--- config.mk ---
export PLATFORM = sky130hd
export DESIGN_NAME = ftsl_line_ram
export DESIGN_NICKNAME = d
export VERILOG_FILES = /design/src/hdl/ftsl_line_ram.sv
export SDC_FILE = /design/constraint.sdc
export NUM_CORES = 1
export LEC_CHECK = 0
export BUFFER_PORTS_ARGS = -buffer_cell sky130_fd_sc_hd__buf_4
export CORE_ASPECT_RATIO = 1.2
export CORE_MARGIN = 2
export CORE_UTILIZATION = 62
export DETAILED_ROUTE_END_ITERATION = 10
export PLACE_DENSITY = 0.79
export SETUP_SLACK_MARGIN = 0.1
export SLEW_MARGIN = 20
export SYNTH_ARGS = -nofsm -noshare
export SYNTH_HDL_FRONTEND = slang
export SYNTH_SLANG_ARGS = --single-unit
--- constraint.sdc ---
create_clock -name clk -period 2.2 [get_ports clk]
set_input_delay 0.11 -clock clk [delete_from_list [all_inputs] [get_ports clk]]
set_output_delay 0.11 -clock clk [all_outputs]
set_load 0.02 [all_outputs]
--- src/hdl/ftsl_line_ram.sv ---
`default_nettype none

module ftsl_line_ram #(
  parameter int DEPTH = 67,
  parameter int AW    = 7
) (
  input  wire logic          clk,
  input  wire logic          we,
  input  wire logic [AW-1:0] waddr,
  input  wire logic [7:0]    wdata,
  input  wire logic [AW-1:0] raddr,
  output logic      [7:0]    rdata
);

  logic [7:0] mem [DEPTH];

  always_ff @(posedge clk) begin
    if (we) begin
      mem[waddr] <= wdata;
    end
    rdata <= mem[raddr];
  end

endmodule

`default_nettype wire

# Word-level counts from Yosys, hierarchy flattened
# Memories as Yosys holds them, arrays and structs flattened. A register that Yosys moved wholly into a read port is not among the register bits.
# Cells that the tools add are included.
# word_totals
regBits,0
mem_bits_rw,536
output_inout_bits,8
n_memories,1
# classes
muxes,2
# mem_list
name,words,word_bits,read_ports,rd_ports_with_merged_regs,wr,line_no,text
mem,67,8,1,1,1,15,logic [7:0] mem [DEPTH];
# op_table
cell,n
$mux 1,2

# Longest topological paths before layout
# logic_depth
ltp_word,2
mapped_depth,10
mapped_depth_nobuf,5

# Worst setup path after synthesis
# No wires, ideal clock.
# synth_path
path_kind,input -> register
from,input port raddr[1]
to,register rdata[2] (read register of mem)
arrival_time_ns,1.860
required_ns,2.066
slack_ns,0.206
cell_stages,7
path_buffers,3
cell_sequence,buf_2 -> buf_2 -> buf_2 -> mux4_2 -> a22oi_1 -> a21oi_1 -> or4_1
# synth_lines
element,line_no,text
"start, declared",11,"input wire logic [AW-1:0] raddr,"
"end, declared",12,output logic [7:0] rdata

==> flow_metrics.env <==
export IMPL_path_cells="mux4_2 -> mux2_2 -> nand2_1 -> nand3_1 -> or4_1"
export IMPL_ys_ff_latch=544
export IMPL_vias=11000
export IMPL_cts_root_buf="clkbuf_16"
export IMPL_ios=32
export IMPL_fin_hold_ws_ps=23.1
export IMPL_track_usage=0.268
export IMPL_multi_input_area_sq_mm=0.00459
export IMPL_start_util=0.625
export IMPL_die_width_microns=172
export IMPL_core_rowCount=74
export IMPL_synthTopCellsByArea="edfxtp_1 (76%), mux4_2 (11%), mux2i_1 (2.8%), nor2_1 (1.3%), a22oi_1 (1.1%)"
export IMPL_reg2reg_from="mem[45][3]$_DFFE_PP_"
export IMPL_status="finished clean"
export IMPL_grt_start_max_net_pins=68
export IMPL_hold_buffers=0
export IMPL_slew_headroom=0.379
export IMPL_rsz0062_at_grt="false"
export IMPL_tightestPinTransition_ps=929
export IMPL_layout_nets=1236
export IMPL_regArea_sq_mm=0.0163
export IMPL_pwr_density_cell_mw_per_mm2=860
export IMPL_yosysWarningCount=0
export IMPL_h_tree_depth=2
export IMPL_place_ws_ps=-83.0
export IMPL_wl_met3_microns=4350
export IMPL_crit_path_start="mem[45][3]$_DFFE_PP_"
export IMPL_cts_sinks=544
export IMPL_hp_class="primary input to flop"
export IMPL_cts_buffer_depth=3
export IMPL_syn_inst=1063
export IMPL_reg2reg_depth=5
export IMPL_total_power_mw=20.8
export IMPL_synthArstFlopShare=0
export IMPL_dpl_cell_count=1616
export IMPL_timing_rr_end="rdata[3]$_DFF_P_"
export IMPL_syn_area_per_cell_sq_um=19.9
export IMPL_synth_top_cell_by_area="edfxtp_1"
export IMPL_port_buffers=31
export IMPL_synth_seq_area_share=0.770
export IMPL_vdd_ir_drop_max_mv=0.647
export IMPL_synth_ff_type="edfxtp_1"
export IMPL_maxCapViolCount=0
export IMPL_diodes=0
export IMPL_cp_start_kind="flop"
export IMPL_antenna_found_initial=0
export IMPL_m1WireLength_microns=16900
export IMPL_cp_buffers_inverters=0
export IMPL_cts_tree="built"
export IMPL_area_growth_pct=14.8
export IMPL_yosysTopAreaCellShare=0.762
export IMPL_critPathCapture="rdata[3]$_DFF_P_"
export IMPL_dpl_cell_area_sq_mm=0.0227
export IMPL_skew_ps=30.0
export IMPL_via_per_inst=6.43
export IMPL_fin_ws_ps=268
export IMPL_wl_met2_microns=23000
export IMPL_nFillCells=1891
export IMPL_grt_overflow=0
export IMPL_synth_edf_count=536
export IMPL_fin_crit_sh=0.878
export IMPL_design_area_sq_mm=0.0242
export IMPL_layout_drive_gt1_share=0.272
export IMPL_reg2reg_slack_ps=270
export IMPL_ctsResizeCount=0
export IMPL_crit_path_top_delay_cell="mux4_2"
export IMPL_routedWlPerCell_microns=27.1
export IMPL_final_util=0.717
export IMPL_finalCriticalPeriod_ps=1930
export IMPL_ant_nets=0
export IMPL_drc_errors=0
export IMPL_hpwl_microns=28400
export IMPL_slowest_delay_ps=500
export IMPL_top_layer="met4"
export IMPL_clkSlewWorstSetupHoldPaths_ps=60
export IMPL_cp_depth=5
export IMPL_critPathMaxFanout=1
export IMPL_die_area_sq_mm=0.0356
export IMPL_timing_setup_tns_ps=0
export IMPL_crit_arrival_ps=2380
export IMPL_setup_violations=0
export IMPL_grt_first_pass_wirelength_microns=68300
export IMPL_max_freq_ghz=0.518
export IMPL_critPathRequiredTime_ps=2650
export IMPL_crit_path_end_kind="flop"
export IMPL_firstDrtPassIters=7
export IMPL_maxSlewViolCount=0
export IMPL_post_cts_buffers=0
export IMPL_finalNonFillerCells=1704
export IMPL_first_global_vias=11000
export IMPL_drt_iter0_drc=1395
export IMPL_syn_area_sq_mm=0.0211
export IMPL_drt_total_wl_microns=46100
export IMPL_clk_latency_ps=570
export IMPL_coreArea_sq_mm=0.0338
export IMPL_cts_buffers=50
export IMPL_syn_nets=1087
export IMPL_yosysUniqueCellTypes=37
export IMPL_gp_congestion=0.859
export IMPL_hold_viol=0
export IMPL_crit_type="flop to flop"
export IMPL_leakagePower_nw=7.97
export IMPL_die_h_microns=206
export IMPL_critPathTopFamily="multiplexers"
-- Yosys cell counts (3+ instances only) --
| library cell | n |
|---|---|
| edfxtp_1 | 536 |
| mux4_2 | 102 |
| nor2_1 | 73 |
| mux2i_1 | 60 |
| nand2_1 | 44 |
| a22oi_1 | 32 |
| nand3_1 | 25 |
| buf_2 | 21 |
| clkbuf_1 | 18 |
| o22ai_1 | 18 |
| a21oi_1 | 14 |
| nor2b_1 | 14 |
| mux2_2 | 12 |
| nand2b_1 | 11 |
| o21ai_0 | 10 |
| buf_4 | 9 |
| dfxtp_1 | 8 |
| nor3_1 | 8 |
| nand4_1 | 7 |
| a22o_1 | 4 |
| nand3b_1 | 4 |
| or3_1 | 4 |
| or4_1 | 4 |
| and2_1 | 3 |
| buf_6 | 3 |
-- power breakdown --
part	internal, mW	total [mW]	switching, mW	leakage, nW
registers	11.4	11.5	0.0297	4.89
logic	0.428	1.09	0.660	2.30
clock network	4.80	8.29	3.50	0.775
-- sequential cells by signal (all words and copies together), names as in the netlist --
name   count
mem      536
rdata      8
-- kinds of logic (layout without fill, tap and decap cells) --
logic type / count (synthesis) / count (layout) / share of synthesized area
muxes: 174 / 174 / 0.144
and+or+nand+nor: 201 / 201 / 0.0444
AOI/OAI and AO/OA: 92 / 92 / 0.0293
buffers and inverters: 52 / 237 / 0.0131
DFF: 544 / 544 / 0.770
-- worst min-delay path by stage --
stage,start,endpoint,slack (ps),depth (start not counted)
4_1_cts,raddr[6],rdata[7]$_DFF_P_,3,4
3_3_place_gp,rdata[4]$_DFF_P_,rdata[4],580,1
3_5_place_dp,rdata[3]$_DFF_P_,rdata[3],580,1
2_1_floorplan,wdata[0],mem[0][0]$_DFFE_PP_,210,0
6_report,raddr[6],rdata[7]$_DFF_P_,20,4
5_1_grt,raddr[6],rdata[7]$_DFF_P_,40,4
-- per-layer routing --
layer	global-route usage	up-vias
met5	0	-
met4	0.106	0
met3	0.0500	106
met2	0.437	622
met1	0.366	5579
li1	-	4644
-- layout by cell type (no fill, tap or decap), types with 4 or more instances in the layout --
| cell | count |
|---|---|
| a21oi_1 | 14 |
| a22o_1 | 4 |
| a22oi_1 | 32 |
| buf_12 | 10 |
| buf_4 | 138 |
| clkbuf_1 | 14 |
| clkbuf_16 | 51 |
| clkbuf_8 | 6 |
| clkinv_2 | 9 |
| dfxtp_1 | 8 |
| edfxtp_1 | 536 |
| mux2_2 | 12 |
| mux2i_1 | 60 |
| mux4_2 | 102 |
| nand2_1 | 44 |
| nand2b_1 | 11 |
| nand3_1 | 25 |
| nand3b_1 | 4 |
| nand4_1 | 7 |
| nor2_1 | 73 |
| nor2b_1 | 13 |
| nor3_1 | 8 |
| o21ai_0 | 10 |
| o22ai_1 | 18 |
| or3_1 | 4 |
| or4_1 | 4 |
-- worst min-delay path: stages --
cell and delay (ps):
buf_4 190, nand2_1 80, nand3_1 90, or4_1 100
-- layout make-up --
class,count,area share
repair buffers,149,0.0515
multi-input cells,467,0.189
clock buffers,71,0.0582
flip-flops and latches,544,0.671
well taps,456,0.0235
clock inverters,17,0.00671
No activity file was read; power rests on OpenSTA's default activity.
