**src/hdl/ftsl_pkg.sv**
```systemverilog
`default_nettype none

package ftsl_pkg;

  localparam int MAX_WIDTH_DEFAULT  = 64;
  localparam int MAX_HEIGHT_DEFAULT = 64;

  localparam logic [1:0] MODE_HORIZONTAL = 2'd0;
  localparam logic [1:0] MODE_VERTICAL   = 2'd1;
  localparam logic [1:0] MODE_TWO_D      = 2'd2;

  localparam logic [1:0] PHASE_QUARTER       = 2'd1;
  localparam logic [1:0] PHASE_HALF          = 2'd2;
  localparam logic [1:0] PHASE_THREE_QUARTER = 2'd3;

  localparam logic [1:0] REG_FILTER_MODE  = 2'd0;
  localparam logic [1:0] REG_PHASE        = 2'd1;
  localparam logic [1:0] REG_BLOCK_WIDTH  = 2'd2;
  localparam logic [1:0] REG_BLOCK_HEIGHT = 2'd3;

  localparam logic [1:0] FILTER_MODE_RESET  = MODE_HORIZONTAL;
  localparam logic [1:0] PHASE_RESET        = PHASE_HALF;
  localparam logic [6:0] BLOCK_WIDTH_RESET  = 7'd8;
  localparam logic [6:0] BLOCK_HEIGHT_RESET = 7'd8;

  localparam logic [15:0] ROUND = 16'h0010;
  localparam int          SHIFT = 5;

  typedef struct packed {
    logic       emit;
    logic       last;
    logic       fwr;
    logic [1:0] slot;
  } ctl_t;

  function automatic logic [1:0] slot_inc(input logic [1:0] s);
    return (s == 2'd2) ? 2'd0 : s + 2'd1;
  endfunction

  function automatic logic [7:0] four_tap(input logic [1:0] ph, input logic [7:0] a,
                                          input logic [7:0] b, input logic [7:0] c,
                                          input logic [7:0] d);
    logic        [15:0] ua;
    logic        [15:0] ub;
    logic        [15:0] uc;
    logic        [15:0] ud;
    logic        [15:0] sum;
    logic signed [15:0] v;
    ua = {8'd0, a};
    ub = {8'd0, b};
    uc = {8'd0, c};
    ud = {8'd0, d};
    case (ph)
      PHASE_QUARTER:       sum = ub * 16'd25 + uc * 16'd9 - ua - ud;
      PHASE_THREE_QUARTER: sum = ub * 16'd9 + uc * 16'd25 - ua - ud;
      default:             sum = (ub + uc) * 16'd18 - ((ua + ud) << 1);
    endcase
    v = $signed(sum + ROUND) >>> SHIFT;
    if (v < 16'sd0) begin
      return 8'd0;
    end else if (v > 16'sd255) begin
      return 8'hFF;
    end
    return v[7:0];
  endfunction

endpackage

`default_nettype wire

```
**src/hdl/ftsl_filter_pipe.sv**
```systemverilog
`default_nettype none

module ftsl_filter_pipe #(
  parameter int FAW = 6
) (
  input  wire logic           clk,
  input  wire logic           rst,
  input  wire logic [1:0]     filter_mode,
  input  wire logic [1:0]     phase,
  input  wire logic           pixel_valid,
  output logic                pixel_ready,
  input  wire logic [7:0]     ref_pixel,
  input  wire logic [7:0]     sh0,
  input  wire logic [7:0]     sh1,
  input  wire logic [7:0]     sh2,
  input  wire logic [7:0]     ra,
  input  wire logic [7:0]     rb,
  input  wire logic [7:0]     rc,
  input  wire logic [7:0]     fa,
  input  wire logic [7:0]     fb,
  input  wire logic [7:0]     fc,
  input  wire ftsl_pkg::ctl_t ctl,
  input  wire logic [FAW-1:0] xaddr,
  output logic                fwr_en,
  output logic      [1:0]     fwr_slot,
  output logic      [FAW-1:0] fwr_addr,
  output logic      [7:0]     fwr_data,
  output logic                result_valid,
  input  wire logic           result_ready,
  output logic      [7:0]     out_pixel,
  output logic                block_end
);

  logic           accept;
  logic           v1;
  logic           v2;
  logic           adv1;
  logic           adv2;
  logic           ready2;
  logic [7:0]     s1_pix;
  logic [7:0]     s1_sh0;
  logic [7:0]     s1_sh1;
  logic [7:0]     s1_sh2;
  logic [7:0]     s1_ra;
  logic [7:0]     s1_rb;
  logic [7:0]     s1_rc;
  logic [7:0]     s1_fa;
  logic [7:0]     s1_fb;
  logic [7:0]     s1_fc;
  ftsl_pkg::ctl_t s1_ctl;
  logic [FAW-1:0] s1_x;
  logic [7:0]     h1;
  logic [7:0]     vr1;
  logic [7:0]     s2_h;
  logic [7:0]     s2_v;
  logic [7:0]     s2_fa;
  logic [7:0]     s2_fb;
  logic [7:0]     s2_fc;
  logic           s2_emit;
  logic           s2_last;
  logic [7:0]     d2;
  logic [7:0]     res2;

  assign adv2        = v2 && (!s2_emit || !result_valid || result_ready);
  assign ready2      = !v2 || adv2;
  assign adv1        = v1 && ready2;
  assign pixel_ready = !v1 || adv1;
  assign accept      = pixel_valid && pixel_ready;

  assign h1  = ftsl_pkg::four_tap(phase, s1_sh0, s1_sh1, s1_sh2, s1_pix);
  assign vr1 = ftsl_pkg::four_tap(phase, s1_ra, s1_rb, s1_rc, s1_pix);

  assign fwr_en   = adv1 && s1_ctl.fwr;
  assign fwr_slot = s1_ctl.slot;
  assign fwr_addr = s1_x;
  assign fwr_data = h1;

  assign d2 = ftsl_pkg::four_tap(phase, s2_fa, s2_fb, s2_fc, s2_h);

  always_comb begin
    if (filter_mode == ftsl_pkg::MODE_HORIZONTAL) begin
      res2 = s2_h;
    end else if (filter_mode == ftsl_pkg::MODE_VERTICAL) begin
      res2 = s2_v;
    end else begin
      res2 = d2;
    end
  end

  always_ff @(posedge clk) begin
    if (rst) begin
      v1 <= 1'b0;
    end else if (pixel_ready) begin
      v1 <= pixel_valid;
    end
  end

  always_ff @(posedge clk) begin
    if (accept) begin
      s1_pix <= ref_pixel;
      s1_sh0 <= sh0;
      s1_sh1 <= sh1;
      s1_sh2 <= sh2;
      s1_ra  <= ra;
      s1_rb  <= rb;
      s1_rc  <= rc;
      s1_fa  <= fa;
      s1_fb  <= fb;
      s1_fc  <= fc;
      s1_ctl <= ctl;
      s1_x   <= xaddr;
    end
  end

  always_ff @(posedge clk) begin
    if (rst) begin
      v2 <= 1'b0;
    end else if (ready2) begin
      v2 <= v1;
    end
  end

  always_ff @(posedge clk) begin
    if (adv1) begin
      s2_h    <= h1;
      s2_v    <= vr1;
      s2_fa   <= s1_fa;
      s2_fb   <= s1_fb;
      s2_fc   <= s1_fc;
      s2_emit <= s1_ctl.emit;
      s2_last <= s1_ctl.last;
    end
  end

  always_ff @(posedge clk) begin
    if (rst) begin
      result_valid <= 1'b0;
    end else if (adv2 && s2_emit) begin
      result_valid <= 1'b1;
    end else if (result_ready) begin
      result_valid <= 1'b0;
    end
  end

  always_ff @(posedge clk) begin
    if (adv2 && s2_emit) begin
      out_pixel <= res2;
      block_end <= s2_last;
    end
  end

endmodule

`default_nettype wire

```
**config.mk**
```make
export PLATFORM = sky130hd
export DESIGN_NAME = ftsl_filter_pipe
export DESIGN_NICKNAME = d
export VERILOG_FILES = /design/src/hdl/ftsl_pkg.sv /design/src/hdl/ftsl_filter_pipe.sv
export SDC_FILE = /design/constraint.sdc
export NUM_CORES = 1
export LEC_CHECK = 0
export ABC_AREA = 1
export BUFFER_PORTS_ARGS = -buffer_cell sky130_fd_sc_hd__buf_2
export CORE_MARGIN = 2
export CORE_UTILIZATION = 35
export DETAILED_ROUTE_END_ITERATION = 6
export MAX_ROUTING_LAYER = met4
export PLACE_DENSITY = 0.56
export RECOVER_POWER = 50
export SETUP_SLACK_MARGIN = 0.15
export SLEW_MARGIN = 25
export SYNTH_ARGS = -nofsm -noshare
export SYNTH_HDL_FRONTEND = slang
export SYNTH_SLANG_ARGS = --single-unit
```
**constraint.sdc**
```tcl
create_clock -name clk -period 18.2 [get_ports clk]
set_clock_uncertainty 0.15 [all_clocks]
set_input_delay 3.64 -clock clk [delete_from_list [all_inputs] [get_ports clk]]
set_output_delay 3.64 -clock clk [all_outputs]
set_load 0.03 [all_outputs]
```
### After elaboration in Yosys (flattened, before gate mapping)

Cells that the tools add are included.

| cells by class | value |
|---|---|
| reductions and logical operators | 15 |
| muxes and demuxes | 22 |
| equality and inequality tests | 3 |
| multiply operators | 15 |
| order comparisons | 6 |
| add/subtract/negate cells | 30 |

Operator list:

| cell | number |
|---|---|
| $pmux W16 S2 | 3 |
| $sub A15 B9 Y16 | 6 |
| $sub A14 B8 Y15 | 6 |
| $mux W8 | 11 |
| $mul A8 B5 Y13 const B | 6 |
| $mul A8 B4 Y12 const B | 6 |
| $add A8 B8 Y9 | 6 |
| $add A16 B5 Y16 const B | 3 |
| $sub A14 B10 Y15 | 3 |
| $add A12 B13 Y14 | 3 |
| $add A13 B12 Y14 | 3 |
| $mul A9 B4 Y13 const B | 3 |
| $gt A11 B9 Y1 const B | 3 |
| $lt A11 B1 Y1 const B | 3 |
| $mux W1 | 8 |
| $logic_and A1 B1 Y1 | 5 |
| $eq A2 B1 Y1 const B | 2 |
| $logic_not A1 Y1 | 4 |
| $logic_or A1 B1 Y1 | 4 |
| $eq A2 B2 Y1 const B | 1 |
| $logic_not A2 Y1 | 1 |
| $reduce_bool A2 Y1 | 1 |

| storage, ports and cells | value |
|---|---|
| register bits after elaboration | 145 |
| word-level logic and storage cells | 118 |

### Depth between registers and ports, before layout

Gate-level depths: netlist of the first run.

| depth | value |
|---|---|
| word-level depth | 12 |
| depth in mapped cells | 40 |
| gate-level depth less buffers | 40 |

### Least setup slack after synthesis of the first run

No wires, ideal clock.

| path | value |
|---|---|
| path type | input -> output |
| from | input phase[0] |
| to | output fwr_data[1] |
| required time | 14.410 ns |
| data arrival time | 7.060 ns |
| stages on the path | 26 |
| setup slack | 7.350 ns |
| path buffers | 3 |
| cells stage by stage | buf_2 -> nand2_4 -> buf_2 -> buf_1 -> nand2_1 -> o21ai_0 -> xor2_1 -> inv_1 -> ha_1 -> nand2_1 -> nor2_1 -> nand2_1 -> nand3_1 -> a21oi_1 -> nand3_4 -> nor2_8 -> inv_2 -> nand3_2 -> nand2_2 -> nor2_2 -> nand2_2 -> nor2_4 -> nand2_2 -> nand2_1 -> nand2_2 -> a31oi_1 |

| between the ends | value |
|---|---|
| longest elaborated chain between the ends | 7 |
| elaborated cells between the ends (all ways) | 10 |
| those cells by class | add/sub: 1; order compare: 2; eq/ne: 2; mux: 5 |

RTL lines:

| item | line | source |
|---|---|---|
| from (decl) | ftsl_filter_pipe.sv:9 | `input wire logic [1:0] phase,` |
| $eq A2 B2 Y1 / $eq A2 B1 Y1 (equally long branches) | ftsl_pkg.sv:53 | `case (ph)` |
| $pmux W16 S2 (*) | ftsl_pkg.sv:53 |  |
| $add A16 B5 Y16 (*) | ftsl_pkg.sv:58 | `v = $signed(sum + ROUND) >>> SHIFT;` |
| $gt A11 B9 Y1 | ftsl_pkg.sv:61 | `end else if (v > 16'sd255) begin` |
| $mux W1 | ftsl_pkg.sv:61 |  |
| $mux W1 | ftsl_pkg.sv:59 | `if (v < 16'sd0) begin` |
| $mux W8 (*) | ftsl_pkg.sv:64 | `return v[7:0];` |
| to (decl) | ftsl_filter_pipe.sv:27 | `output logic [7:0] fwr_data,` |

Every way passes the cells marked *; elsewhere a longest branch is shown, timed or not.

### Worst setup path after layout of the first run

| path | value |
|---|---|
| from | input phase[0] |
| to | output fwr_data[6] |

The elaborated chain is that of the path after synthesis.

==> results of run 1 <==
cell usage after synthesis (2+ instances only):
cell / instances
mux2i_1: 2
a211oi_1: 3
nor3_1: 13
nand3_4: 3
ha_1: 381
fa_1: 145
inv_2: 11
nand2_1: 534
a31o_2: 2
o211ai_1: 2
or2_2: 5
a31oi_1: 14
a21oi_1: 145
a21boi_0: 2
a21oi_2: 6
inv_1: 632
o21ai_2: 6
o21bai_2: 3
nand2_2: 19
nand3_2: 13
xnor2_1: 40
a21boi_1: 3
o21ai_1: 14
nor2_2: 7
a41oi_1: 2
buf_2: 8
o21ai_0: 65
edfxtp_1: 142
o21bai_1: 20
nand3_1: 189
nand2b_1: 2
nor3_2: 3
nand3b_1: 9
clkbuf_1: 7
nor2_4: 6
nand4_1: 23
dfxtp_1: 3
or2_1: 3
o22ai_1: 5
nand2_4: 2
a21o_1: 14
xor2_1: 42
o21a_1: 5
buf_4: 3
nor2_1: 134
routing by layer:
layer	GRT usage	routed length, um
met2	0.274	22600
met1	0.236	26100
met5	-	0
met3	0.0220	1610
met4	0.0498	1010
final cells by class:
class	instances	area, um2	area share
well taps	782	978	0.0416
clock buffers	19	433	0.0184
flip-flops and latches	145	4320	0.184
repair buffers	131	656	0.0279
clock inverters	13	150	0.00639
inverters	644	2420	0.103
multi-input cells	1894	14500	0.619
power groups by stage:
stage / Combinational (W) / Clock [W] / Sequential (W)
after floorplan: 0.00232 / 0 / 0.000436
after global placement: 0.00296 / 0 / 0.000447
after detailed placement: 0.00297 / 0 / 0.000447
after CTS: 0.00299 / 0.000374 / 0.000440
after global routing: 0.00344 / 0.000384 / 0.000443
final: 0.00298 / 0.000361 / 0.000440
through the flow:
stage                     hold WS (ps)   util
final                              270  0.389
after global routing               285  0.389
after CTS                          272  0.390
after detailed placement           255  0.380
after global placement             251  0.380
after floorplan                    250      -
worst reg2reg max path, delay by kind of cell, from the launching register on:
kind	cells	cell delay (ps)
compound gates	6	870
flops	1	550
simple gates	18	2010
buf+inv	5	360
xor+xnor	1	160
fa+ha+maj	7	2650
state kept, by name, summed over array words and instances, names as in the netlist, 2 cells and up:
name       cells
s1_rb          8
fwr_slot       2
s1_sh1         8
out_pixel      8
s1_fc          8
s1_sh0         8
s1_fb          8
s1_ra          8
s2_fb          8
s1_pix         8
s2_fc          8
s2_fa          8
s1_rc          8
s1_sh2         8
s1_ctl         3
s2_v           8
s2_h           8
fwr_addr       6
s1_fa          8
worst paths after layout:
path / from / end / slack, ps / cells past startpoint
setup / recovery: phase[0] / fwr_data[6] / 6370 / 25
hold / removal: s1_fc[7]$_DFFE_PP_ / s2_fc[7]$_DFFE_PP_ / 270 / 0
setup reg to reg: s2_fc[1]$_DFFE_PP_ / out_pixel[7]$_DFFE_PP_ / 11190 / 37
hold reg to reg: s1_fc[7]$_DFFE_PP_ / s2_fc[7]$_DFFE_PP_ / 270 / 0
kinds of logic after synthesis:
| family | after synthesis |
|---|---|
| simple gates | 968 |
| buf+inv | 664 |
| fa+ha+maj | 526 |
| compound gates | 315 |
| flops | 145 |
| xor+xnor | 83 |
| mux | 2 |
==> results.json, run 1 <==
{
  "postRouteAntennaNets": 0,
  "htree_num_levels": 4,
  "drv_cap": 1,
  "firstDrtPassIters": 5,
  "arrival_ps": 8040,
  "tightestPinTransition_ps": 2610,
  "n_antenna_cell": 0,
  "cts_tree": "yes",
  "syn_nets": 3328,
  "dp_slack_ps": 6460,
  "synthMuxAreaShare": 0.000936,
  "hpwl_mm": 44.3,
  "critical_path.slowest_cell": "a31oi_1",
  "cts.repair.resized": 0,
  "p_clk_frac": 0.095,
  "finalHoldViolCount": 0,
  "ys_async_sr_fraction": 0,
  "io_buffers": 126,
  "dieArea_um2": 63100,
  "grt_setup_unrepaired": "no",
  "wirelength_mm": 51.4,
  "fill_cells": 6331,
  "power_switching_share": 0.550,
  "synth_area_leaders": "ha_1 (22%), edfxtp_1 (20%), fa_1 (14%)",
  "drt_first_iter_violations": 733,
  "clk_path_buf_depth": 2,
  "final-setup-viol-count": 0,
  "dr_total_vias": 16700,
  "place.gp.congestion": 0.881,
  "final_cell_mix": "inv_1 (631), nand2_1 (534), ha_1 (381), nand3_1 (189)",
  "p_leak_nw": 12.7,
  "irDropWorstVdd_uv": 112,
  "cp_top_family": "buffers and inverters",
  "synthAdderAreaFrac": 0.359,
  "min_period_ps": 11830,
  "clock_latency_ps": 490,
  "ys_warn_count": 0,
  "synthCells": 2703,
  "power_frac_seq": 0.116,
  "die_w_um": 251,
  "p_per_area_nw_per_um2": 161,
  "power.internal_w": 0.00170,
  "switchingPower_w": 0.00208,
  "clock_sinks": 145,
  "maxSlewViolCount": 43,
  "synth_edf_count": 142,
  "synth_xor_area_frac": 0.0343,
  "start_util": 0.354,
  "violations": "capacitance limit, slew limit",
  "path_class": "in2out",
  "synth_compound_gate_area_share": 0.0853,
  "final_common_cell": "inv_1",
  "antenna_found_initial": 0,
  "coreArea_um2": 60400,
  "hold_buffers": 0,
  "timing.fmax_mhz": 84.5,
  "cts_root_buf": "clkbuf_16",
  "synth_seq_cells": 145,
  "slowest_delay_ps": 560,
  "layout.nets": 3458,
  "die_h_um": 251,
  "crit_path_max_fanout": 42,
  "worstPathRequired_ps": 14410,
  "postPlaceCellArea_um2": 22900,
  "finalPower_w": 0.00378,
  "post_cts_buffers": 0,
  "synth_top_family_by_area": "adder cells",
  "slew_headroom": -0.740,
  "drc": 0,
  "outcome": "finished, violations left",
  "ys.flop_type": "edfxtp_1",
  "period_share": 0.650,
  "fin_ws_ps": 6370,
  "synth_seq_area_share": 0.202,
  "grt_remaining_overflow": 0,
  "cp-start-kind": "input pin",
  "grt_first_pass_wirelength_mm": 84.4,
  "area_growth_pct": 9.93,
  "yosysTopAreaCell": "ha_1",
  "grt_usage": 0.174,
  "std_cell_rows": 90,
  "yosys.area_share.simple": 0.201,
  "dp_cells": 3596,
  "vias_per_cell": 4.62,
  "cts_buffers": 17,
  "syn_avg_cell_area_um2": 7.91,
  "synth.distinct_cells": 56,
  "routedWlPerCell_um": 14.2,
  "power_frac_comb": 0.788,
  "netlist_area_um2": 21400,
  "finalNonFillerCells": 3628,
  "ios": 127,
  "first_global_vias": 16500,
  "stdcell_area_um2": 23500,
  "crit_buf_inv": 8,
  "drive_gt1_frac": 0.0857,
  "setup_tns_ps": 0,
  "synth_top_area_frac": 0.223,
  "cts.reportedPaths.clkPinSlew_ps": 70,
  "end_kind": "primary output",
  "hp-class": "reg2reg",
  "grt_max_degree": 63
}
No activity file was read; power rests on OpenSTA's default activity.
==> inputs of run 2 (changes only) <==
Clock period 18.2 ns to 11.5 ns, I/O delays scaled along.
==> results.json, run 2 (synthesis results as in run 1) <==
{
  "wirelength_mm": 52.4,
  "coreArea_um2": 60400,
  "cp-start-kind": "register",
  "cts_buffers": 17,
  "final_common_cell": "inv_1",
  "antenna_found_initial": 1,
  "slowest_delay_ps": 530,
  "cts_tree": "yes",
  "timing.fmax_mhz": 103,
  "first_global_vias": 16700,
  "clock_latency_ps": 500,
  "drv_cap": 1,
  "p_per_area_nw_per_um2": 255,
  "die_w_um": 251,
  "hold_buffers": 0,
  "min_period_ps": 9690,
  "p_leak_nw": 12.7,
  "worstPathRequired_ps": 9050,
  "dp_cells": 3596,
  "grt_setup_unrepaired": "no",
  "layout.nets": 3458,
  "ios": 127,
  "outcome": "finished, violations left",
  "period_share": 0.842,
  "htree_num_levels": 4,
  "finalHoldViolCount": 0,
  "cts.reportedPaths.clkPinSlew_ps": 60,
  "grt_remaining_overflow": 0,
  "std_cell_rows": 90,
  "fin_ws_ps": 1810,
  "irDropWorstVdd_uv": 160,
  "cts.repair.resized": 0,
  "tightestPinTransition_ps": 2530,
  "die_h_um": 251,
  "area_growth_pct": 9.92,
  "clock_sinks": 145,
  "dp_slack_ps": 2300,
  "drc": 0,
  "firstDrtPassIters": 6,
  "finalPower_w": 0.00599,
  "dieArea_um2": 63100,
  "vias_per_cell": 4.66,
  "end_kind": "primary output",
  "final-setup-viol-count": 0,
  "grt_first_pass_wirelength_mm": 85.9,
  "stdcell_area_um2": 23500,
  "slew_headroom": -0.690,
  "final_cell_mix": "inv_1 (631), nand2_1 (534), ha_1 (381), nand3_1 (189)",
  "postRouteAntennaNets": 0,
  "finalNonFillerCells": 3629,
  "io_buffers": 126,
  "grt_usage": 0.178,
  "cts_root_buf": "clkbuf_16",
  "setup_tns_ps": 0,
  "place.gp.congestion": 0.895,
  "clk_path_buf_depth": 2,
  "hpwl_mm": 45.1,
  "hp-class": "reg2reg",
  "grt_max_degree": 63,
  "maxSlewViolCount": 43,
  "start_util": 0.354,
  "post_cts_buffers": 0,
  "drive_gt1_frac": 0.0847,
  "violations": "capacitance limit, slew limit",
  "critical_path.slowest_cell": "fa_1",
  "arrival_ps": 7240,
  "dr_total_vias": 16900,
  "postPlaceCellArea_um2": 22900,
  "crit_path_max_fanout": 8,
  "routedWlPerCell_um": 14.5,
  "path_class": "reg2out",
  "drt_first_iter_violations": 702
}
run 2: layout make-up:
| cell class | count | area [um2] |
|---|---|---|
| repair buffers | 131 | 653 |
| multi-input cells | 1894 | 14500 |
| flip-flops and latches | 145 | 4320 |
| inverters | 644 | 2420 |
| clock buffers | 18 | 429 |
| clock inverters | 14 | 153 |
| diodes | 1 | 2.50 |
| well taps | 782 | 978 |
| fillers | 6259 | 36900 |
run 2: routing by layer:
metal / GRT usage / routed length [um]
met1: 0.235 / 26200
met5: - / 0
met2: 0.289 / 24000
met3: 0.0225 / 1560
met4: 0.0413 / 667
run 2: stage by stage:
stage | hold slack [ps] | util
floorplan | 250 | -
global placement | 251 | 0.380
detailed placement | 255 | 0.380
CTS | 272 | 0.390
global route | 282 | 0.389
finish | 269 | 0.389
run 2: worst paths after layout:
check	slack [ps]	to	startpoint	cells past startpoint
worst max-delay path	1810	fwr_data[7]	s1_sh2[3]$_DFFE_PP_	30
worst min-delay path	270	block_end$_DFFE_PP_	s2_last$_DFFE_PP_	0
worst max register to register	4400	out_pixel[3]$_DFFE_PP_	s2_fc[3]$_DFFE_PP_	34
worst min register to register	270	block_end$_DFFE_PP_	s2_last$_DFFE_PP_	0
run 2: report_power, final:
group	leakage, nW	internal [W]	switching (W)	total, W
combinational	11.0	0.00172	0.00300	0.00473
sequential	1.39	0.000651	0.0000444	0.000696
clock	0.283	0.000321	0.000250	0.000572
run 2: worst max-delay path: cells and delay by family, from the launching register on:
| family | cells | cell delay, ps |
|---|---|---|
| XOR/XNOR | 1 | 180 |
| AO/OA/AOI/OAI | 6 | 1380 |
| flip-flops | 1 | 500 |
| adder cells (fa/ha/maj) | 7 | 3060 |
| buffers and inverters | 5 | 540 |
| AND/OR/NAND/NOR | 10 | 970 |
| multiplexers | 1 | 110 |
