### config.mk
export PLATFORM = sky130hd
export DESIGN_NAME = ftsl_window_ctrl
export DESIGN_NICKNAME = d
export VERILOG_FILES = /design/src/hdl/ftsl_pkg.sv /design/src/hdl/ftsl_window_ctrl.sv
export SDC_FILE = /design/constraint.sdc
export NUM_CORES = 1
export LEC_CHECK = 0
export BUFFER_PORTS_ARGS = -buffer_cell sky130_fd_sc_hd__buf_2
export CORE_MARGIN = 3
export CORE_UTILIZATION = 43
export DETAILED_ROUTE_END_ITERATION = 8
export PLACE_DENSITY = 0.69
export SLEW_MARGIN = 20
export SYNTH_ARGS = -nofsm -noshare
export SYNTH_HDL_FRONTEND = slang
export SYNTH_SLANG_ARGS = --single-unit
### constraint.sdc
create_clock -name clk -period 2.6 [get_ports clk]
set_input_delay 0.13 -clock clk [delete_from_list [all_inputs] [get_ports clk]]
set_output_delay 0.13 -clock clk [all_outputs]
set_load 0.005 [all_outputs]
### src/hdl/ftsl_pkg.sv
`default_nettype none

package ftsl_pkg;

  localparam int MAX_WIDTH_DEFAULT  = 64;
  localparam int MAX_HEIGHT_DEFAULT = 64;

  localparam logic [1:0] MODE_HORIZONTAL = 2'd0;
  localparam logic [1:0] MODE_VERTICAL   = 2'd1;
  localparam logic [1:0] MODE_TWO_D      = 2'd2;

  localparam logic [1:0] PHASE_QUARTER       = 2'd1;
  localparam logic [1:0] PHASE_HALF          = 2'd2;
  localparam logic [1:0] PHASE_THREE_QUARTER = 2'd3;

  localparam logic [1:0] REG_FILTER_MODE  = 2'd0;
  localparam logic [1:0] REG_PHASE        = 2'd1;
  localparam logic [1:0] REG_BLOCK_WIDTH  = 2'd2;
  localparam logic [1:0] REG_BLOCK_HEIGHT = 2'd3;

  localparam logic [1:0] FILTER_MODE_RESET  = MODE_HORIZONTAL;
  localparam logic [1:0] PHASE_RESET        = PHASE_HALF;
  localparam logic [6:0] BLOCK_WIDTH_RESET  = 7'd8;
  localparam logic [6:0] BLOCK_HEIGHT_RESET = 7'd8;

  localparam logic [15:0] ROUND = 16'h0010;
  localparam int          SHIFT = 5;

  typedef struct packed {
    logic       emit;
    logic       last;
    logic       fwr;
    logic [1:0] slot;
  } ctl_t;

  function automatic logic [1:0] slot_inc(input logic [1:0] s);
    return (s == 2'd2) ? 2'd0 : s + 2'd1;
  endfunction

  function automatic logic [7:0] four_tap(input logic [1:0] ph, input logic [7:0] a,
                                          input logic [7:0] b, input logic [7:0] c,
                                          input logic [7:0] d);
    logic        [15:0] ua;
    logic        [15:0] ub;
    logic        [15:0] uc;
    logic        [15:0] ud;
    logic        [15:0] sum;
    logic signed [15:0] v;
    ua = {8'd0, a};
    ub = {8'd0, b};
    uc = {8'd0, c};
    ud = {8'd0, d};
    case (ph)
      PHASE_QUARTER:       sum = ub * 16'd25 + uc * 16'd9 - ua - ud;
      PHASE_THREE_QUARTER: sum = ub * 16'd9 + uc * 16'd25 - ua - ud;
      default:             sum = (ub + uc) * 16'd18 - ((ua + ud) << 1);
    endcase
    v = $signed(sum + ROUND) >>> SHIFT;
    if (v < 16'sd0) begin
      return 8'd0;
    end else if (v > 16'sd255) begin
      return 8'hFF;
    end
    return v[7:0];
  endfunction

endpackage

`default_nettype wire

### src/hdl/ftsl_window_ctrl.sv
`default_nettype none

module ftsl_window_ctrl #(
  parameter  int MAX_WIDTH  = ftsl_pkg::MAX_WIDTH_DEFAULT,
  parameter  int MAX_HEIGHT = ftsl_pkg::MAX_HEIGHT_DEFAULT,
  localparam int CW         = $clog2(MAX_WIDTH + 3),
  localparam int RW         = $clog2(MAX_HEIGHT + 3),
  localparam int FAW        = $clog2(MAX_WIDTH)
) (
  input  wire logic           clk,
  input  wire logic           rst,
  input  wire logic           accept,
  input  wire logic           clear,
  input  wire logic [1:0]     filter_mode,
  input  wire logic [6:0]     block_width,
  input  wire logic [6:0]     block_height,
  output ftsl_pkg::ctl_t      ctl,
  output logic      [CW-1:0]  col,
  output logic      [CW-1:0]  rd_col,
  output logic      [FAW-1:0] rd_x,
  output logic      [FAW-1:0] xaddr
);

  logic [CW-1:0] col_next;
  logic [RW-1:0] row;
  logic [RW-1:0] row_next;
  logic [1:0]    slot;
  logic [1:0]    slot_next;
  logic [7:0]    bw8;
  logic [7:0]    bh8;
  logic [7:0]    w8;
  logic [7:0]    h8;
  logic [CW-1:0] w;
  logic [CW-1:0] last_col;
  logic [RW-1:0] h;
  logic [RW-1:0] last_row;
  logic          is_h;
  logic          is_v;
  logic          col_ge3;
  logic          row_ge3;

  assign bw8 = {1'b0, block_width};
  assign bh8 = {1'b0, block_height};
  assign w8  = (bw8 == 8'd0) ? 8'd1 : ((bw8 > 8'(MAX_WIDTH)) ? 8'(MAX_WIDTH) : bw8);
  assign h8  = (bh8 == 8'd0) ? 8'd1 : ((bh8 > 8'(MAX_HEIGHT)) ? 8'(MAX_HEIGHT) : bh8);
  assign w        = CW'(w8);
  assign h        = RW'(h8);
  assign last_col = w + CW'(2);
  assign last_row = h + RW'(2);

  assign is_h    = (filter_mode == ftsl_pkg::MODE_HORIZONTAL);
  assign is_v    = (filter_mode == ftsl_pkg::MODE_VERTICAL);
  assign col_ge3 = (col >= CW'(3));
  assign row_ge3 = (row >= RW'(3));

  always_comb begin
    ctl.slot = slot;
    ctl.fwr  = !is_h && !is_v && col_ge3;
    if (is_h) begin
      ctl.emit = col_ge3 && (row != '0) && (row <= h);
      ctl.last = (row == h) && (col == last_col);
    end else if (is_v) begin
      ctl.emit = (col != '0) && (col <= w) && row_ge3;
      ctl.last = (row == last_row) && (col == w);
    end else begin
      ctl.emit = col_ge3 && row_ge3;
      ctl.last = (row == last_row) && (col == last_col);
    end
  end

  always_comb begin
    if (col == last_col) begin
      col_next = '0;
      if (row == last_row) begin
        row_next  = '0;
        slot_next = 2'd0;
      end else begin
        row_next  = row + RW'(1);
        slot_next = ftsl_pkg::slot_inc(slot);
      end
    end else begin
      col_next  = col + CW'(1);
      row_next  = row;
      slot_next = slot;
    end
  end

  always_ff @(posedge clk) begin
    if (rst || clear) begin
      col  <= '0;
      row  <= '0;
      slot <= 2'd0;
    end else if (accept) begin
      col  <= col_next;
      row  <= row_next;
      slot <= slot_next;
    end
  end

  assign rd_col = clear ? '0 : (accept ? col_next : col);
  assign rd_x   = (rd_col >= CW'(3)) ? FAW'(rd_col - CW'(3)) : '0;
  assign xaddr  = FAW'(col - CW'(3));

  a_slot_range: assert property (@(posedge clk) disable iff (rst) slot != 2'd3)
    else $error("row slot out of range");

  a_col_bound: assert property (@(posedge clk) disable iff (rst) col <= last_col)
    else $error("column count beyond window");

  a_row_bound: assert property (@(posedge clk) disable iff (rst) row <= last_row)
    else $error("row count beyond window");

  a_two_d_wrap: assert property (@(posedge clk) disable iff (rst)
    accept && ctl.emit && ctl.last && !is_h && !is_v |=> (col == '0) && (row == '0))
    else $error("window did not restart after last two-dimensional pixel");

endmodule

`default_nettype wire

After elaboration in Yosys (flattened, before gate mapping) --
Index checks and enable logic that the tools add are counted.
Cells by class: $add $sub $neg 7, magnitude comparators 7, equality and inequality tests 6, muxes and demuxes 13, reduce and logical (&&, ||, !) cells 19
Operators with widths (count):
- $mux 7 | 8
- $eq 7x7->1 | 4
- $ge 7x2->1 const B | 3
- $logic_not 8->1 | 2
- $add 7x1->7 const B | 2
- $add 7x2->7 const B | 2
- $gt 7x7->1 const B | 2
- $le 7x7->1 | 2
- $reduce_bool 7->1 | 2
- $sub 6x2->6 const B | 2
- $logic_and 1x1->1 | 10
- $mux 2 | 4
- $mux 6 | 1
- $add 2x1->2 const B | 1
- $eq 2x1->1 const B | 1
- $eq 2x2->1 const B | 1
- $logic_not 1->1 | 2
- $logic_not 2->1 | 1
- $reduce_and 2->1 | 1
- $logic_or 1x1->1 | 1
Storage, ports and cells: flip-flop bits (word level) 16

Logic depth before layout (Yosys ltp) --
Gate-level depths: netlist of run 1.
depth in word-level cells 10, depth in mapped cells 16, gate-level depth less buffers 15

Worst setup path before layout of run 1 --
Ideal clock, no wire load.
kind register to output, from register col[0], to output rd_x[4], data arrival time 2567 ps, data required time 2470 ps, setup slack -97 ps, cell stages (with the launch flop) 14, buffers on the path 1, path through dfxtp_1 -> inv_1 -> ha_1 -> nand3b_1 -> a2111oi_2 -> a41o_2 -> buf_2 -> nor2_1 -> ha_1 -> inv_1 -> nand3_1 -> nor3_1 -> a21oi_1 -> nor2_1
Between the ends: cells in the longest elaborated chain, start to end 6, elaborated cells between the ends (all ways) 8, classes of those cells 2 x add/sub; 1 x order compare; 1 x eq/ne; 4 x mux
Ends and longest elaborated chain:
- from (decl) | line ftsl_window_ctrl.sv:18 | output logic [CW-1:0] col,
- from (signal assigned) | line ftsl_window_ctrl.sv:94 | col <= col_next;
- $add 7x1->7 or $eq 7x7->1 (tied branches) | line ftsl_window_ctrl.sv:82, ftsl_window_ctrl.sv:72
- $mux 7 | line ftsl_window_ctrl.sv:72 | if (col == last_col) begin
- $mux 7 *
- $mux 7 * | line ftsl_window_ctrl.sv:100 | assign rd_col = clear ? '0 : (accept ? col_next : col);
- named net rd_col[0] | line ftsl_window_ctrl.sv:19 | output logic [CW-1:0] rd_col,
- $sub 6x2->6 or $ge 7x2->1 (tied branches) | line ftsl_window_ctrl.sv:101 | assign rd_x = (rd_col >= CW'(3)) ? FAW'(rd_col - CW'(3)) : '0;
- $mux 6 * | line ftsl_window_ctrl.sv:101
- to (decl) | line ftsl_window_ctrl.sv:20 | output logic [FAW-1:0] rd_x,
Mark *: on every way through the listed nets, which the timed path passes. The rest lies on a longest branch.

Final worst setup path of run 1 --
from register col[5], to output rd_x[1]
Between the ends: cells in the longest elaborated chain, start to end 6, elaborated cells between the ends (all ways) 8, classes of those cells 2 x add/sub; 1 x order compare; 1 x eq/ne; 4 x mux
Ends and longest elaborated chain (line):
- $add 7x1->7 or $eq 7x7->1 (tied branches) | ftsl_window_ctrl.sv:82, ftsl_window_ctrl.sv:72
- $mux 7 | ftsl_window_ctrl.sv:72
- $mux 7 *
- $mux 7 * | ftsl_window_ctrl.sv:100
- $ge 7x2->1 or $sub 6x2->6 (tied branches) | ftsl_window_ctrl.sv:101
- $mux 6 * | ftsl_window_ctrl.sv:101
Mark *: on every way between the ends. The rest lies on a longest branch, timed or not.

==> reports/results.ini, run 1 <==
[logic_synthesis]
synth_compound_area_share_pct=21.1
yosysTopAreaCellShare_pct=15.7
synthCells=265
yosysWarnings=0
yosys.area_share.adder_pct=13.5
synth_edf_count=0
synthesis.nets=307
async_reset_ff_share_pct=0
synth_ff_type=dfxtp_1
synth_simple_gate_area_share_pct=32.4
synth_area_leader_cell=dfxtp_1
synthMuxAreaShare_pct=2.58
syn_area_per_cell_um2=7.69
synth_area_um2=2040
synthTopCellsByArea=dfxtp_1, ha_1, xnor2_1
synth_seq_cells=16
synth_top_family_by_area=simple AND/OR/NAND/NOR gates
yosys.cell_types.count=55
synth-seq-area-share_pct=15.7
synth_xor_area_share_pct=9.89

[critical_path]
path_class=reg -> out
path_max_fanout=6
startpoint_type=register
cp-end-kind=output port
required_ns=2.47
worstPathArrival_ns=2.42

[power_and_ir_drop]
switching_power_w=0.000191
power.density_nw_per_um2=244
p_total_w=0.000658
pwr-share-clk_pct=33.2
p_int_w=0.000468
seqPwrFrac_pct=37.5
vdd_ir_drop_max_v=0.000314
p_leak_nw=1.22
switching_share_pct=28.9
comb_power_share_pct=29.3

[floorplanning]
num_rows=24
die_h_um=74.8
io_pins=51
start_util_pct=45.5
die_area_um2=5600
coreArea_um2=4470
die_w_um=74.8

[sta]
skew_ns=0.00219
layout_min_cycle_time_ns=2.55
fmax_mhz=392
grt_setup_unrepaired=true
setup_viol=0
relSlewSlack_pct=63.1
slew_viol_final=0
worst_pin_slew_ns=0.553
finalHoldViolations=0
period_share_pct=98.0

[cells_and_area]
final_layout_size_suffix_gt1_share_pct=34.2
multiInputGateArea_um2=1740
fin_nets=379
nFillCells=432
num_antenna_cells=0
area_delta_synth_final_pct=32.7
final_core_util_pct=60.4
seqCellArea_um2=328

[clock_tree]
cts-htree-levels=1
cts_max_path_buffers=2
root_buffer=clkbuf_8
cts_buffers=3
clk_pin_slew_ns=0.06
cts_tree=built
clock-sinks=16
clock_latency_ns=0.25
cts_hold_buf=0

[worst_hold_path]
hp-class=in -> reg

[routing]
antenna_left=0
wl_met2_um=2670
dr_wl_met3_um=237
first_pass_iters=4
m1WireLength_um=2860
wl_per_cell_um=15.1
vias=2207
highest-signal-layer=met4
drt_iter0_markers=129
vias_per_cell=5.69
drc=0
drt-total-wl_um=5850

[run_status]
outcome=finished clean

[global_routing]
grt_max_degree=15
globalRouteTotalUtil_pct=21.7
antenna_found_initial=0
grt_pass1_vias=2071
grt_remaining_overflow=0
grt_pass1_wl_um=9650

[placed_design]
gp_congestion=0.862
port_buffers=50
post-dp-hpwl_um=4530

[run]
cap_violations=0

cell type report:
class / count / area share [%]
Inverter: 14 / 1.94
Tap cell: 52 / 2.41
Sequential cell: 16 / 12.1
Multi-Input combinational cell: 226 / 64.4
Clock buffer: 4 / 2.04
Timing Repair Buffer: 76 / 17.1
flip-flops by register name, indices dropped and copies added, names as in the netlist:
signal and count:
col 7, row 7, slot 2
cell usage in the layout (no fill, tap or decap), types with 4 or more instances in the layout:
master,count
a21oi_1,12
a22o_1,8
and3_1,6
buf_2,50
buf_4,24
clkbuf_8,4
dfxtp_1,12
ha_1,18
inv_1,12
nand2_1,16
nand2b_1,9
nand3_1,11
nand4_1,5
nor2_1,23
nor3_1,8
nor3b_1,5
nor4_1,5
o21a_1,4
o21ai_0,4
o21ai_1,5
xnor2_1,15
xor2_1,7
cells by family (layout without fill, tap and decap cells):
kind of cell	Yosys count	after routing
buffers and inverters	23	94
muxes	5	5
and+or+nand+nor	119	119
adders and majority gates	22	22
DFF	16	16
xor gates and xnor gates	23	23
AOI/OAI and AO/OA	57	57
stage by stage:
| stage | setup WS, ns | hold slack, ns | instance area (µm²) | cells | TNS, ns |
|---|---|---|---|---|---|
| floorplan | 0.0355 | 0.302 | 2040 | 265 | 0 |
| global placement | 0.0532 | 0.438 | 2490 | 381 | 0 |
| detailed placement | 0.00430 | 0.448 | 2490 | 381 | 0 |
| CTS | 0.0126 | 0.177 | 2630 | 387 | 0 |
| global route | -0.0745 | 0.228 | 2700 | 388 | -0.176 |
| finish | 0.0509 | 0.178 | 2700 | 388 | 0 |
power by group through the flow:
stage | registers [W] | clock network, W | logic [W]
2_1_floorplan | 0.000254 | 0 | 0.000108
3_3_place_gp | 0.000253 | 0 | 0.000176
3_5_place_dp | 0.000253 | 0 | 0.000178
4_1_cts | 0.000248 | 0.000226 | 0.000185
5_1_grt | 0.000247 | 0.000235 | 0.000214
6_report | 0.000247 | 0.000218 | 0.000193
synth_stat cells (3+ instances only):
master / number
nor2_1: 26
ha_1: 22
nand2_1: 17
dfxtp_1: 16
xnor2_1: 16
inv_1: 14
a21oi_1: 12
nand3_1: 12
nor3_1: 10
nand2b_1: 9
a22o_1: 8
xor2_1: 7
and3_1: 6
nand4_1: 5
nor3b_1: 5
nor4_1: 5
o21ai_1: 5
buf_2: 4
clkbuf_1: 4
nor2b_1: 4
o21a_1: 4
o21ai_0: 4
a31oi_1: 3
and2_1: 3
mux2i_1: 3
o2bb2ai_1: 3
or2_2: 3
metal layers:
metal | global-route usage (%) | vias up
met2 | 33.9 | 52
li1 | - | 1115
met1 | 31.7 | 1030
met4 | 6.13 | 0
met3 | 1.74 | 10
met5 | 0 | -
path summary, 6_finish.rpt:
kind             end  slack [ns]  cells past startpoint  startpoint
max          rd_x[1]        0.05                     11      col[5]
min          slot[1]        0.18                      4         rst
max reg2reg   row[4]        0.36                      8      row[5]
min reg2reg  slot[1]        0.46                      2     slot[1]
what timing repair did:
| item | 4_1_cts | 5_1_grt |
|---|---|---|
| gates resized for setup | 14 | 12 |
| pin swaps | 6 | 5 |
| endpoints found under the setup margin | 3 | 8 |
| setup buffers | 2 | 1 |
critical path, stage by stage (launching register included):
cell and delay (ns):
dfxtp_4 0.37, buf_4 0.14, xor2_1 0.14, nor3_2 0.22, a2111oi_4 0.07, a41o_2 0.35, buf_4 0.15, buf_4 0.13
or2_2 0.30, o21ai_1 0.07, and2_1 0.12, buf_2 0.10
(Power assumes the default switching activity.)
==> run 2, diff against run 1 <==
--- a/config.mk
+++ b/config.mk
@@ -7,9 +7,10 @@
 export LEC_CHECK = 0
 export BUFFER_PORTS_ARGS = -buffer_cell sky130_fd_sc_hd__buf_2
 export CORE_MARGIN = 3
-export CORE_UTILIZATION = 43
+export CORE_UTILIZATION = 49
 export DETAILED_ROUTE_END_ITERATION = 8
-export PLACE_DENSITY = 0.69
+export PLACE_DENSITY = 0.77
+export SKIP_LAST_GASP = 1
 export SLEW_MARGIN = 20
 export SYNTH_ARGS = -nofsm -noshare
 export SYNTH_HDL_FRONTEND = slang
==> run 2 against run 1 <==
Compared with the run above: the flow now finishes with violations (setup timing); power grew 1.4%; clock power grew 2%; register-to-register slack lost 0.14 ns; first-iteration DRC count shrank 5.4%; hold slack gained 0.0050 ns; critical path depth grew 1; flip-flop and latch count is the same; clock skew grew 0.0013 ns; critical endpoint unchanged; largest cell class unchanged.
==> reports/results.ini, run 2 (synthesis gave the netlist of run 1 again) <==
[clock_tree]
clock_latency_ns=0.25
cts_max_path_buffers=2
cts_buffers=3
clock-sinks=16
root_buffer=clkbuf_8
cts-htree-levels=1
clk_pin_slew_ns=0.07
cts_tree=built

[sta]
skew_ns=0.00354
period_share_pct=102
layout_min_cycle_time_ns=2.66
slew_viol_final=0
tns_ns=-0.0754
grt_setup_unrepaired=true
worst_pin_slew_ns=0.543
relSlewSlack_pct=63.5
fin_ws_ns=-0.0606
finalHoldViolations=0
fmax_mhz=376
setup_viol=2

[floorplanning]
die_h_um=70.5
start_util_pct=53.2
die_w_um=70.5
die_area_um2=4970
coreArea_um2=3830
num_rows=22
io_pins=51

[routing]
antenna_left=0
drc=0
vias_per_cell=5.68
wl_per_cell_um=14.3
first_pass_iters=4
vias=2208
drt_iter0_markers=122
drt-total-wl_um=5540

[cells_and_area]
seqCellArea_um2=333
multiInputGateArea_um2=1720
fin_nets=384
reg_top3=col (7), row (7), slot (2)
num_antenna_cells=0
mostFrequentLayoutCell=buf_2
area_delta_synth_final_pct=33.6
nFillCells=302
final_layout_size_suffix_gt1_share_pct=34.0
final_cell_mix=buf_2, buf_4, nor2_1

[global_routing]
grt_remaining_overflow=0
grt_max_degree=12
antenna_found_initial=0
globalRouteTotalUtil_pct=21.8
grt_pass1_vias=2031
grt_pass1_wl_um=9060

[critical_path]
cp-end-kind=output port
path_class=reg -> out
worstPathArrival_ns=2.53
path_max_fanout=5
required_ns=2.47
reg2reg_slack_ns=0.22
startpoint_type=register

[placed_design]
post-dp-hpwl_um=4250
pre_cts_slack_ns=0.00902
gp_congestion=0.877
port_buffers=50

[run]
cap_violations=0

[power_and_ir_drop]
p_leak_nw=1.23
vdd_ir_drop_max_v=0.000224
p_total_w=0.000668
power.density_nw_per_um2=245

[worst_hold_path]
hp-class=in -> reg

[run_status]
violations=setup timing
outcome=finished with violations

run 2: layer usage:
layer / part of all wire, % / track usage [%] / up-vias
met5: 0 / 0 / -
met4: 0.18 / 7.66 / 0
met3: 5.1 / 3.17 / 2
met2: 48 / 35.0 / 61
met1: 47 / 29.6 / 1019
li1: - / - / 1126
run 2: layout make-up:
| cell class | count | share of cell area, % |
|---|---|---|
| multi-input combinational | 226 | 63.3 |
| timing repair buffer | 81 | 18.3 |
| sequential | 16 | 12.2 |
| tap | 48 | 2.21 |
| clock buffer | 4 | 2.02 |
| inverter | 14 | 1.93 |
run 2: timing repair:
item | 4_1_cts | 5_1_grt
endpoints found under the hold margin | 0 | 0
setup buffers | 1 | 6
resized for setup | 7 | 17
hold buffers | 0 | 0
pin swaps | 2 | 5
endpoints found under the setup margin | 4 | 7
run 2: worst max-delay path, stage by stage (launching register included):
cell and delay, ns:
dfxtp_4 0.36, buf_4 0.14, xor2_2 0.15, nor3_2 0.23
a2111oi_4 0.07, a41o_2 0.35, buf_4 0.15, buf_4 0.13
buf_4 0.14, or2_4 0.24, o21ai_1 0.07, and2_1 0.13
buf_2 0.11
run 2: power breakdown:
| part | total [W] | switching (W) | internal, W |
|---|---|---|---|
| logic | 0.000200 | 0.000106 | 0.0000944 |
| clock network | 0.000222 | 0.0000875 | 0.000134 |
| registers | 0.000246 | 0.00000195 | 0.000244 |
run 2: through the flow:
step	hold slack [ns]	utilization (%)	cells	area [µm²]
2_1_floorplan	0.302	-	265	2040
3_5_place_dp	0.445	65.2	378	2500
6_report	0.183	71.1	389	2720
4_1_cts	0.176	67.6	383	2580
5_1_grt	0.214	71.1	389	2720
3_3_place_gp	0.441	65.2	378	2500
run 2: final timing paths:
check,startpoint,endpoint,cells after the start
min,rst,slot[1],4
min reg2reg,slot[1],slot[1],2
max,col[5],rd_x[1],12
max reg2reg,col[5],row[1],11
==> run 3, diff against run 2 <==
--- a/config.mk
+++ b/config.mk
@@ -10,6 +10,7 @@
 export CORE_UTILIZATION = 49
 export DETAILED_ROUTE_END_ITERATION = 8
 export PLACE_DENSITY = 0.77
+export REMOVE_ABC_BUFFERS = 1
 export SKIP_LAST_GASP = 1
 export SLEW_MARGIN = 20
 export SYNTH_ARGS = -nofsm -noshare
==> run 3 against run 2 <==
Compared with the run above: the run still ends with setup timing left; first-iteration DRC count is 0.82% lower; flip-flop and latch count stayed put; cell count is 0.51% higher; global-route usage is 1.2 points higher; hold slack hardly changed; wire length is 6.8% higher; sequential power hardly changed; critical path depth stayed put; power is 2.4% higher; critical path type unchanged; largest cell class unchanged; largest power group unchanged.
==> reports/results.ini, run 3 (synthesis gave the netlist of run 1 again) <==
[power_and_ir_drop]
p_leak_nw=1.27
p_total_w=0.000684
power.density_nw_per_um2=247
vdd_ir_drop_max_v=0.000133

[routing]
vias=2308
first_pass_iters=4
drt-total-wl_um=5920
wl_per_cell_um=15.1
drt_iter0_markers=121
antenna_left=0
drc=0
vias_per_cell=5.90

[sta]
tns_ns=-0.0215
grt_setup_unrepaired=true
worst_pin_slew_ns=0.654
layout_min_cycle_time_ns=2.62
fmax_mhz=381
skew_ns=0.00561
fin_ws_ns=-0.0215
setup_viol=1
period_share_pct=101
finalHoldViolations=0
slew_viol_final=0
relSlewSlack_pct=56.2

[run]
cap_violations=0

[placed_design]
dpl_cell_area_um2=2500
post-dp-hpwl_um=4270
port_buffers=50
dp_cells=381
gp_congestion=0.868

[clock_tree]
cts_max_path_buffers=2
clk_pin_slew_ns=0.07
clock_latency_ns=0.26
cts-htree-levels=1
root_buffer=clkbuf_8
clock-sinks=16
cts_tree=built
cts_buffers=3

[floorplanning]
coreArea_um2=3830
die_area_um2=4970
num_rows=22
start_util_pct=53.2
die_h_um=70.5
io_pins=51
die_w_um=70.5

[global_routing]
grt_max_degree=13
grt_pass1_wl_um=9560
grt_remaining_overflow=0
antenna_found_initial=0
grt_pass1_vias=2079
globalRouteTotalUtil_pct=23.1

[critical_path]
cp-end-kind=output port
required_ns=2.47
path_max_fanout=3
worstPathArrival_ns=2.49
path_class=reg -> out
startpoint_type=register

[cells_and_area]
final_core_util_pct=72.4
num_antenna_cells=0
final_cell_mix=buf_2, buf_4, nor2_1
nFillCells=300
final_area_um2=2770
final-instance-count-excl-fill=391
final_layout_size_suffix_gt1_share_pct=37.3
fin_nets=386
mostFrequentLayoutCell=buf_2
reg_top3=col (7), row (7), slot (2)
area_delta_synth_final_pct=36.0

[run_status]
outcome=finished with violations
violations=setup timing

[worst_hold_path]
hp-class=in -> reg

==> run 3: changes by cell type in the layout (fill, tap and decap cells not counted), sizes merged <==
cell / delta
buf: +2
==> run 3: cell type report <==
cell class	count	area (µm²)	area share, %
clock buffer	4	55.1	1.99
timing repair buffer	83	505	18.2
tap	48	60.1	2.17
inverter	14	52.6	1.90
multi-input combinational	226	1770	63.7
sequential	16	332	12.0
==> run 3: power breakdown <==
group | leakage, nW | switching (W) | internal (W)
clock network | 0.0288 | 0.0000921 | 0.000135
logic | 1.10 | 0.000112 | 0.0000997
registers | 0.132 | 0.00000112 | 0.000245
==> run 3: timing repair <==
action / in CTS / in global routing
setup endpoints to repair: 5 / 7
cloned: 0 / 0
pin swaps: 6 / 11
buffers inserted: 3 / 4
hold buffers: 0 / 0
gates resized for setup: 13 / 24
==> run 3: critical path, cell delays in order, from the launching register on <==
cell	delay, ns
dfxtp_4	0.36
ha_4	0.22
nand3b_1	0.20
a2111oi_4	0.37
a41o_2	0.32
nor2_2	0.08
ha_4	0.17
inv_2	0.05
nand3_2	0.07
nor3_2	0.13
a21oi_1	0.06
nor2_1	0.08
buf_2	0.11
==> run 3: per-layer routing <==
metal	wire length [µm]	part of all wire, %	GRT usage, %	vias up
met5	0	0	0	-
met4	139	2.3	9.79	0
met3	370	6.2	1.87	13
met2	2750	46	35.0	89
met1	2660	45	33.0	1075
li1	-	-	-	1131
==> run 3: final timing paths <==
check             startpoint  slack (ns)  depth (start not counted)       to
setup / recovery      col[1]       -0.02                         12  rd_x[4]
hold / removal           rst        0.18                          4  slot[1]
setup reg to reg      col[1]        0.38                          9   row[2]
hold reg to reg      slot[1]        0.47                          2  slot[1]
==> run 3: per-stage QoR <==
stage,hold slack (ns),setup WS (ns)
after global placement,0.443,0.0309
after floorplan,0.302,-0.00382
final,0.184,-0.0215
after CTS,0.176,-0.00688
after global routing,0.226,-0.170
after detailed placement,0.444,-0.0531
